## src/scanf_format_size_parser_core_macros.svh

```systemverilog
// Assertion helpers shared by the RTL files.
`ifndef SCANF_FORMAT_SIZE_PARSER_CORE_MACROS_SVH
`define SCANF_FORMAT_SIZE_PARSER_CORE_MACROS_SVH

`ifndef ASSERT_OFF
// clocked check, masked while in reset
`define SFSP_ASSERT(lbl, prop, msg) \
	lbl: assert property (@(posedge clk) disable iff (!arst_n) (prop)) else $error(msg);
// clocked check that also holds during reset
`define SFSP_ASSERT_ALWAYS(lbl, prop, msg) \
	lbl: assert property (@(posedge clk) (prop)) else $error(msg);
`else
`define SFSP_ASSERT(lbl, prop, msg)
`define SFSP_ASSERT_ALWAYS(lbl, prop, msg)
`endif

`endif

```

## src/sfsp_pkg.sv

```systemverilog
package sfsp_pkg;

	localparam int unsigned MAX_WIDTH = 65535;
	localparam int unsigned ITEM_CAP  = 131071;
	localparam int unsigned WIDTH_CAP = (MAX_WIDTH < ITEM_CAP) ? MAX_WIDTH : ITEM_CAP;

	// result kinds
	localparam logic [1:0] KIND_ITEM   = 2'd0;
	localparam logic [1:0] KIND_DONE   = 2'd1;
	localparam logic [1:0] KIND_REJECT = 2'd2;

	// length modifiers
	localparam logic [3:0] MOD_NONE  = 4'd0;
	localparam logic [3:0] MOD_HH    = 4'd1;
	localparam logic [3:0] MOD_H     = 4'd2;
	localparam logic [3:0] MOD_L     = 4'd3;
	localparam logic [3:0] MOD_LL    = 4'd4;
	localparam logic [3:0] MOD_J     = 4'd5;
	localparam logic [3:0] MOD_Z     = 4'd6;
	localparam logic [3:0] MOD_T     = 4'd7;
	localparam logic [3:0] MOD_BIG_L = 4'd8;

	// size table columns
	localparam logic [2:0] COL_SIGNED   = 3'd0;
	localparam logic [2:0] COL_UNSIGNED = 3'd1;
	localparam logic [2:0] COL_FLOAT    = 3'd2;
	localparam logic [2:0] COL_CHAR     = 3'd3;
	localparam logic [2:0] COL_PTR      = 3'd4;
	localparam logic [2:0] COL_COUNT    = 3'd5;

	// format characters
	localparam logic [7:0] CH_NUL    = 8'h00;
	localparam logic [7:0] CH_PCT    = 8'h25;
	localparam logic [7:0] CH_STAR   = 8'h2A;
	localparam logic [7:0] CH_ZERO   = 8'h30;
	localparam logic [7:0] CH_NINE   = 8'h39;
	localparam logic [7:0] CH_BIG_L  = 8'h4C;
	localparam logic [7:0] CH_LBRACK = 8'h5B;
	localparam logic [7:0] CH_RBRACK = 8'h5D;
	localparam logic [7:0] CH_A      = 8'h61;
	localparam logic [7:0] CH_C      = 8'h63;
	localparam logic [7:0] CH_D      = 8'h64;
	localparam logic [7:0] CH_E      = 8'h65;
	localparam logic [7:0] CH_F      = 8'h66;
	localparam logic [7:0] CH_G      = 8'h67;
	localparam logic [7:0] CH_H      = 8'h68;
	localparam logic [7:0] CH_I      = 8'h69;
	localparam logic [7:0] CH_J      = 8'h6A;
	localparam logic [7:0] CH_L      = 8'h6C;
	localparam logic [7:0] CH_N      = 8'h6E;
	localparam logic [7:0] CH_O      = 8'h6F;
	localparam logic [7:0] CH_P      = 8'h70;
	localparam logic [7:0] CH_S      = 8'h73;
	localparam logic [7:0] CH_T      = 8'h74;
	localparam logic [7:0] CH_U      = 8'h75;
	localparam logic [7:0] CH_X      = 8'h78;
	localparam logic [7:0] CH_Z      = 8'h7A;

	typedef struct packed {
		logic        emit;
		logic [1:0]  kind;
		logic [16:0] item;
		logic [31:0] total;
	} res_t;

	typedef struct packed {
		logic       known;
		logic [2:0] col;
		logic       is_str;
	} conv_t;

	// LP64 sizes; zero marks an illegal pairing
	function automatic logic [4:0] conv_size(input logic [3:0] md, input logic [2:0] col);
		logic [4:0] sz;
		sz = 5'd0;
		case (md)
			MOD_NONE: begin
				case (col)
					COL_SIGNED, COL_UNSIGNED, COL_FLOAT, COL_COUNT: sz = 5'd4;
					COL_CHAR: sz = 5'd1;
					COL_PTR: sz = 5'd8;
					default: sz = 5'd0;
				endcase
			end
			MOD_HH: begin
				if (col == COL_SIGNED || col == COL_UNSIGNED || col == COL_COUNT)
					sz = 5'd1;
			end
			MOD_H: begin
				if (col == COL_SIGNED || col == COL_UNSIGNED || col == COL_COUNT)
					sz = 5'd2;
			end
			MOD_L: begin
				case (col)
					COL_SIGNED, COL_UNSIGNED, COL_FLOAT, COL_COUNT: sz = 5'd8;
					COL_CHAR: sz = 5'd4;
					default: sz = 5'd0;
				endcase
			end
			MOD_LL, MOD_J, MOD_Z, MOD_T: begin
				if (col == COL_SIGNED || col == COL_UNSIGNED || col == COL_COUNT)
					sz = 5'd8;
			end
			MOD_BIG_L: begin
				if (col == COL_FLOAT)
					sz = 5'd16;
			end
			default: sz = 5'd0;
		endcase
		return sz;
	endfunction

	function automatic conv_t conv_class(input logic [7:0] c);
		conv_t r;
		r = '{known: 1'b1, col: COL_SIGNED, is_str: 1'b0};
		case (c)
			CH_D, CH_I: r.col = COL_SIGNED;
			CH_U, CH_O, CH_X: r.col = COL_UNSIGNED;
			CH_F, CH_E, CH_G, CH_A: r.col = COL_FLOAT;
			CH_C: r.col = COL_CHAR;
			CH_S: begin
				r.col    = COL_CHAR;
				r.is_str = 1'b1;
			end
			CH_P: r.col = COL_PTR;
			CH_N: r.col = COL_COUNT;
			default: r.known = 1'b0;
		endcase
		return r;
	endfunction

endpackage

```

## src/scanf_format_size_parser_core.sv

```systemverilog
// Each char passes the input register, then the result register. Throughput: one char per
// cycle unless a result stalls; the parse state updates in the single step between them.
// While a result waits unaccepted in the output register, the input register holds at most
// one char, char_ready low once full. Reset (arst_n low, asynchronous): both registers empty,
// parser back to literal text, running total and error flag cleared.
`include "scanf_format_size_parser_core_macros.svh"

module scanf_format_size_parser_core (
	input  logic        clk,
	input  logic        arst_n,
	input  logic        char_valid,
	output logic        char_ready,
	input  logic [7:0]  char_code,
	output logic        result_valid,
	input  logic        result_ready,
	output logic [1:0]  result_kind,
	output logic [16:0] item_bytes,
	output logic [31:0] total_bytes
);
	import sfsp_pkg::*;

	logic        valid_s1;
	logic [7:0]  char_s1;
	logic        out_valid_q;
	logic [1:0]  kind_q;
	logic [16:0] item_q;
	logic [31:0] total_q;
	logic        adv;
	logic        step;
	res_t        res;

	// result slot is free or being drained this cycle
	assign adv        = !out_valid_q || result_ready;
	assign step       = valid_s1 && adv;
	assign char_ready = !valid_s1 || adv;

	always_ff @(posedge clk or negedge arst_n) begin
		if (!arst_n)
			valid_s1 <= 1'b0;
		else if (char_ready)
			valid_s1 <= char_valid;
	end

	always_ff @(posedge clk) begin
		if (char_ready && char_valid)
			char_s1 <= char_code;
	end

	sfsp_parser u_parser (
		.clk       (clk),
		.arst_n    (arst_n),
		.step      (step),
		.char_code (char_s1),
		.res       (res)
	);

	always_ff @(posedge clk or negedge arst_n) begin
		if (!arst_n)
			out_valid_q <= 1'b0;
		else if (adv)
			out_valid_q <= step && res.emit;
	end

	always_ff @(posedge clk) begin
		if (step && res.emit) begin
			kind_q  <= res.kind;
			item_q  <= res.item;
			total_q <= res.total;
		end
	end

	assign result_valid = out_valid_q;
	assign result_kind  = kind_q;
	assign item_bytes   = item_q;
	assign total_bytes  = total_q;

	`SFSP_ASSERT(a_done_no_item, (result_valid && result_kind == KIND_DONE) |-> item_bytes == 17'd0, "string end carries item bytes")
	`SFSP_ASSERT(a_item_cap, result_valid |-> item_bytes <= 17'(WIDTH_CAP) + 17'd1, "item bytes above width cap")
	`SFSP_ASSERT(a_s1_hold, (valid_s1 && !adv) |=> (valid_s1 && $stable(char_s1)), "input stage lost a stalled item")

endmodule

```

## src/sfsp_parser.sv

```systemverilog
`include "scanf_format_size_parser_core_macros.svh"

module sfsp_parser (
	input  logic              clk,
	input  logic              arst_n,
	input  logic              step,
	input  logic [7:0]        char_code,
	output sfsp_pkg::res_t    res
);
	import sfsp_pkg::*;

	typedef enum logic [6:0] {
		PH_LIT   = 7'b0000001,
		PH_PCT   = 7'b0000010,
		PH_WIDTH = 7'b0000100,
		PH_HMOD  = 7'b0001000,
		PH_LMOD  = 7'b0010000,
		PH_CONV  = 7'b0100000,
		PH_SET   = 7'b1000000
	} phase_t;

	phase_t      phase_q, phase_d;
	logic [16:0] width_q, width_d;
	logic        supp_q, supp_d;
	logic [3:0]  mod_q, mod_d;
	logic [31:0] run_q, run_d;
	logic        error_q, error_d;

	logic        digit;
	logic [3:0]  dval;
	logic [20:0] wsum;
	logic [16:0] wnext;
	conv_t       cls;
	logic        to_mc, to_conv, to_acc, fail_f;
	logic [2:0]  acc_col;
	logic        acc_str;
	logic [4:0]  tsize;
	logic [16:0] sz;
	logic [32:0] sum33;

	assign digit = (char_code >= CH_ZERO) && (char_code <= CH_NINE);
	assign dval  = 4'(char_code - CH_ZERO);
	// width*10 + digit, clamped
	assign wsum  = (21'(width_q) << 3) + (21'(width_q) << 1) + 21'(dval);
	assign wnext = (wsum > 21'(WIDTH_CAP)) ? 17'(WIDTH_CAP) : wsum[16:0];
	assign cls   = conv_class(char_code);

	always_comb begin
		phase_d = phase_q;
		width_d = width_q;
		supp_d  = supp_q;
		mod_d   = mod_q;
		run_d   = run_q;
		error_d = error_q;
		res     = '{emit: 1'b0, kind: KIND_ITEM, item: 17'd0, total: run_q};
		to_mc   = 1'b0;
		to_conv = 1'b0;
		to_acc  = 1'b0;
		fail_f  = 1'b0;
		acc_col = cls.col;
		acc_str = cls.is_str;
		tsize   = 5'd0;
		sz      = 17'd0;
		sum33   = 33'd0;

		if (char_code == CH_NUL) begin
			res.emit = 1'b1;
			if (error_q || phase_q != PH_LIT) begin
				res.kind  = KIND_REJECT;
				res.total = 32'd0;
			end else begin
				res.kind = KIND_DONE;
			end
			phase_d = PH_LIT;
			width_d = 17'd0;
			supp_d  = 1'b0;
			mod_d   = MOD_NONE;
			run_d   = 32'd0;
			error_d = 1'b0;
		end else begin
			case (phase_q)
				PH_LIT: begin
					if (char_code == CH_PCT && !error_q) begin
						phase_d = PH_PCT;
						width_d = 17'd0;
						supp_d  = 1'b0;
						mod_d   = MOD_NONE;
					end
				end
				PH_PCT: begin
					if (char_code == CH_PCT) begin
						res.emit = 1'b1;
						phase_d  = PH_LIT;
						width_d  = 17'd0;
						supp_d   = 1'b0;
						mod_d    = MOD_NONE;
					end else if (char_code == CH_STAR) begin
						supp_d  = 1'b1;
						phase_d = PH_WIDTH;
					end else if (digit) begin
						width_d = wnext;
						phase_d = PH_WIDTH;
					end else begin
						to_mc = 1'b1;
					end
				end
				PH_WIDTH: begin
					if (digit)
						width_d = wnext;
					else
						to_mc = 1'b1;
				end
				PH_HMOD: begin
					if (char_code == CH_H) begin
						mod_d   = MOD_HH;
						phase_d = PH_CONV;
					end else begin
						mod_d   = MOD_H;
						to_conv = 1'b1;
					end
				end
				PH_LMOD: begin
					if (char_code == CH_L) begin
						mod_d   = MOD_LL;
						phase_d = PH_CONV;
					end else begin
						mod_d   = MOD_L;
						to_conv = 1'b1;
					end
				end
				PH_CONV: begin
					to_conv = 1'b1;
				end
				PH_SET: begin
					if (char_code == CH_RBRACK) begin
						to_acc  = 1'b1;
						acc_col = COL_CHAR;
						acc_str = 1'b1;
					end
				end
				default: begin
					phase_d = PH_LIT;
				end
			endcase

			if (to_mc) begin
				case (char_code)
					CH_H: phase_d = PH_HMOD;
					CH_L: phase_d = PH_LMOD;
					CH_J: begin
						mod_d   = MOD_J;
						phase_d = PH_CONV;
					end
					CH_Z: begin
						mod_d   = MOD_Z;
						phase_d = PH_CONV;
					end
					CH_T: begin
						mod_d   = MOD_T;
						phase_d = PH_CONV;
					end
					CH_BIG_L: begin
						mod_d   = MOD_BIG_L;
						phase_d = PH_CONV;
					end
					default: to_conv = 1'b1;
				endcase
			end

			if (to_conv) begin
				if (char_code == CH_LBRACK)
					phase_d = PH_SET;
				else if (cls.known)
					to_acc = 1'b1;
				else
					fail_f = 1'b1;
			end

			if (to_acc) begin
				tsize = conv_size(mod_d, acc_col);
				if (tsize == 5'd0) begin
					fail_f = 1'b1;
				end else begin
					if (supp_q)
						sz = 17'd0;
					else if (acc_str)
						sz = width_q + 17'd1;
					else
						sz = 17'(tsize);
					sum33     = {1'b0, run_q} + 33'(sz);
					run_d     = sum33[32] ? 32'hFFFF_FFFF : sum33[31:0];
					res.emit  = 1'b1;
					res.item  = sz;
					res.total = run_d;
					phase_d   = PH_LIT;
					width_d   = 17'd0;
					supp_d    = 1'b0;
					mod_d     = MOD_NONE;
				end
			end

			if (fail_f) begin
				error_d = 1'b1;
				phase_d = PH_LIT;
				width_d = 17'd0;
				supp_d  = 1'b0;
				mod_d   = MOD_NONE;
			end
		end
	end

	always_ff @(posedge clk or negedge arst_n) begin
		if (!arst_n) begin
			phase_q <= PH_LIT;
			width_q <= 17'd0;
			supp_q  <= 1'b0;
			mod_q   <= MOD_NONE;
			run_q   <= 32'd0;
			error_q <= 1'b0;
		end else if (step) begin
			phase_q <= phase_d;
			width_q <= width_d;
			supp_q  <= supp_d;
			mod_q   <= mod_d;
			run_q   <= run_d;
			error_q <= error_d;
		end
	end

	`SFSP_ASSERT(a_err_in_lit, error_q |-> phase_q == PH_LIT, "error latched outside literal phase")
	`SFSP_ASSERT(a_term_clears, (step && char_code == CH_NUL) |=> (!error_q && phase_q == PH_LIT && run_q == 32'd0), "terminator did not restart the parser")
	`SFSP_ASSERT_ALWAYS(a_reject_zero, (res.emit && res.kind == KIND_REJECT) |-> (res.total == 32'd0 && res.item == 17'd0), "reject carries nonzero payload")

endmodule
```

## config.mk

```make
export PLATFORM = sky130hd
export DESIGN_NAME = scanf_format_size_parser_core
export DESIGN_NICKNAME = d
export VERILOG_FILES = /design/src/sfsp_pkg.sv /design/src/scanf_format_size_parser_core.sv /design/src/sfsp_parser.sv
export VERILOG_INCLUDE_DIRS = /design/src /design/src/src
export SDC_FILE = /design/constraint.sdc
export NUM_CORES = 1
export LEC_CHECK = 0
export BUFFER_PORTS_ARGS = -buffer_cell sky130_fd_sc_hd__buf_4
export CORE_MARGIN = 4
export CORE_UTILIZATION = 28
export CTS_CLUSTER_DIAMETER = 40
export DETAILED_ROUTE_END_ITERATION = 8
export GPL_TIMING_DRIVEN = 0
export PLACE_DENSITY_LB_ADDON = 0.2
export SYNTH_ARGS = -nofsm -noshare
export SYNTH_HDL_FRONTEND = slang
export SYNTH_SLANG_ARGS = --single-unit
```

## constraint.sdc

```tcl
create_clock -name clk -period 7.55 [get_ports clk]
set_input_delay 1.1325 -clock clk [delete_from_list [all_inputs] [get_ports clk]]
set_output_delay 1.1325 -clock clk [all_outputs]
set_load 0.1 [all_outputs]
```

==> results.cfg <==
[final_layout]
area_growth_pct = 18.2
nets = 1160
final_cell_mix = nand2_1 (105), nor2_1 (85), o21ai_0 (76), buf_4 (69)
layout_commonest_cell = nand2_1
drive_gt1_frac = 0.139
n_antenna_cell = 0

[floorplanning]
chipWidth_um = 186
pin_count = 65
start_util = 0.283
rows = 65
die_h_um = 186
core_sq_um = 31500
die-area_sq_um = 34700

[placement]
place.gp.congestion = 0.878
pre_cts_slack_ns = 0.485
port_buffers = 64
place_hpwl_um = 19800

[sta]
setup_ws_ns = 0.628
worst_clock_skew_ns = 0.0151
fin_crit_sh = 0.917
slew_viol_final = 0
final_hold_viol_count = 0
hold_ws_ns = 0.516
worstMarginPinSlew_ns = 0.977
setup_violations = 0
slew_headroom = 0.343
rsz0062_at_grt = false
fmax_mhz = 144
fin_crit_ns = 6.92

[cts]
h-tree-depth = 4
clk_pin_slew_worst_paths_ns = 0.06
cts_buffer_depth = 2
cts_root_buf = clkbuf_16
post_cts_buffers = 0
cts_tree = yes
clock-sinks = 123
cts_made_buffers = 17
clk_latency_ns = 0.43

[hold_path]
hp-start = u_parser.mod_q[1]
holdPathStages = 2
hp-class = register to register
min_to = u_parser.mod_q[1]

[worst_setup_path]
worstSetupStartpointType = register
rr_endpoint = total_bytes[21]
cp_max_fo = 10
crit_cells = 22
reg2regPathDepth = 22
end_kind = register
critical_path_class = register to register
required_ns = 7.71
worst_path_max_delay_cell = or4b_1
cp_data_arrival_time_ns = 7.08
timing.rr.start = char_s1[4]
cpPeakStageDelay_ns = 0.68
cp_num_buf_inv = 2
r2r_slack_ns = 0.63
cp_cell_sequence = buf_2, or4b_1, o31a_1, o21ai_2, a31oi_1, a32oi_1, nand2_1, o22ai_1, nand2_1, a211oi_1, ha_1, a21o_1, a21oi_1, o21ai_0, a2111oi_0, o31ai_1, a31o_2, nand3_1, clkbuf_1, o21ai_0, a21oi_1, nor3_1
crit_family = compound AO/OA/AOI/OAI gates

[logic_synthesis]
syn_area_sq_um = 8910
synth_cell_types = 86
syn_area_per_cell_sq_um = 8.82
ys.flop_type = dfrtp_1
synth_edf_count = 59
yosysSeqAreaShare = 0.379
ys_ff_latch = 123
syn_nets = 1076
synth_cells = 1010
yosys_warnings = 0
ys_async_sr_fraction = 0.520

[run]
max_cap_viol_count = 0

[global_route]
grt_pass1_vias = 7767
gr-usage-all-layers = 0.152
antenna_found_initial = 0
grt_start_max_net_pins = 65
grt_pass1_wl_um = 43100
overflow = 0

[power_and_ir_drop]
p_leak_uw = 0.00430
p_sw_frac = 0.252
power.density_nw_per_um2 = 153
ir_worst_vdd_mv = 0.165
switching_power_uw = 406
p_clk_frac = 0.502
p_int_uw = 1210
combinationalPowerShare = 0.056
p_seq_frac = 0.442

[route]
drt_wl_total_um = 26700
num_vias = 7966
wl_per_cell_um = 17.7
drc = 0
drt_iter0_markers = 689
ant_nets = 0
drt_first_pass_iters = 5
via_per_inst = 5.28

[run_status]
status = finished, final reports clean
-- worst register-to-register path: cells and delay by family (launching register included) --
family / cells / cell delay [ns]
simple gates: 5 / 1.21
compound gates: 14 / 4.09
buf+inv: 2 / 0.66
fa+ha+maj: 1 / 0.34
flops: 1 / 0.35
-- power by group through the flow --
stage          Combinational, uW  Clock (uW)  Sequential, uW
5_1_grt                     99.2         857             714
3_3_place_gp                88.2           0             726
6_report                    89.9         810             713
3_5_place_dp                88.2           0             726
4_1_cts                     88.5         826             713
2_1_floorplan               53.9           0             726
-- synth_stat cells (14+ instances only) --
cell / instances / area, sq um
o21ai_0: 76 / 380
nor2_1: 86 / 323
and2_1: 15 / 93.8
edfxtp_1: 59 / 1770
xor2_1: 21 / 184
nand3_1: 45 / 225
a211oi_1: 14 / 105
a31oi_1: 27 / 169
nor3_1: 39 / 195
dfrtp_1: 63 / 1580
nand2_1: 105 / 394
a21oi_1: 65 / 325
ha_1: 51 / 638
inv_1: 28 / 105
clkbuf_1: 38 / 143
xnor2_1: 20 / 175
-- logic make-up (layout without fill, tap and decap cells) --
kind of cell             Yosys count  in the layout  share of synthesized area
flip-flops                       123            123                      0.379
AO/OA/AOI/OAI                    309            309                      0.234
XOR/XNOR                          41             41                     0.0403
AND/OR/NAND/NOR                  399            399                      0.226
multiplexers                       4              4                    0.00449
adder cells (fa/ha/maj)           54             54                     0.0784
buffers and inverters             80            177                     0.0383
-- metal layers --
layer / vias up / wire, um / GRT usage
li1: 3952 / - / -
met1: 3742 / 12900 / 0.218
met2: 240 / 12000 / 0.235
met3: 32 / 1390 / 0.0275
met4: 0 / 440 / 0.0427
met5: - / 0 / 0
-- how the worst max path moves through the flow --
stage                                  to                 from
after floorplan             item_bytes[0]  u_parser.phase_q[3]
after global placement    total_bytes[13]  u_parser.phase_q[0]
after detailed placement   total_bytes[7]           char_s1[1]
after CTS                  total_bytes[7]           char_s1[1]
after global routing       total_bytes[7]           char_s1[2]
final                     total_bytes[21]           char_s1[4]
-- cell type report --
type / count / area (sq um)
fill: 3280 / 20900
multi-input combinational: 807 / 5240
sequential: 123 / 3370
tap: 402 / 503
timing repair buffer: 65 / 500
clock buffer: 20 / 457
buffer: 52 / 236
clock inverter: 12 / 115
inverter: 28 / 105
-- repair_timing --
| action | CTS | global route |
|---|---|---|
| hold buffers | 0 | 0 |
| setup endpoints to repair | 0 | 22 |
| gates resized for setup | 0 | 6 |
-- sequential cells by signal, indices dropped and copies added (netlist names) --
signal / count
u_parser.phase_q: 7
valid_s1: 1
u_parser.width_q: 17
u_parser.run_q: 32
u_parser.mod_q: 4
u_parser.supp_q: 1
u_parser.error_q: 1
result_valid: 1
result_kind: 2
item_bytes: 17
char_s1: 8
total_bytes: 32
-- stage by stage --
stage,util,TNS (ns),instances,area (sq um),total power [uW]
5_1_grt,0.334,0,1509,10500,1670
3_5_place_dp,0.315,0,1477,9920,814
3_3_place_gp,0.314,-24.22,1476,9890,814
4_1_cts,0.333,0,1509,10500,1630
2_1_floorplan,-,0,1010,8910,779
6_report,0.334,0,1509,10500,1610
(Power assumes the default switching activity.)
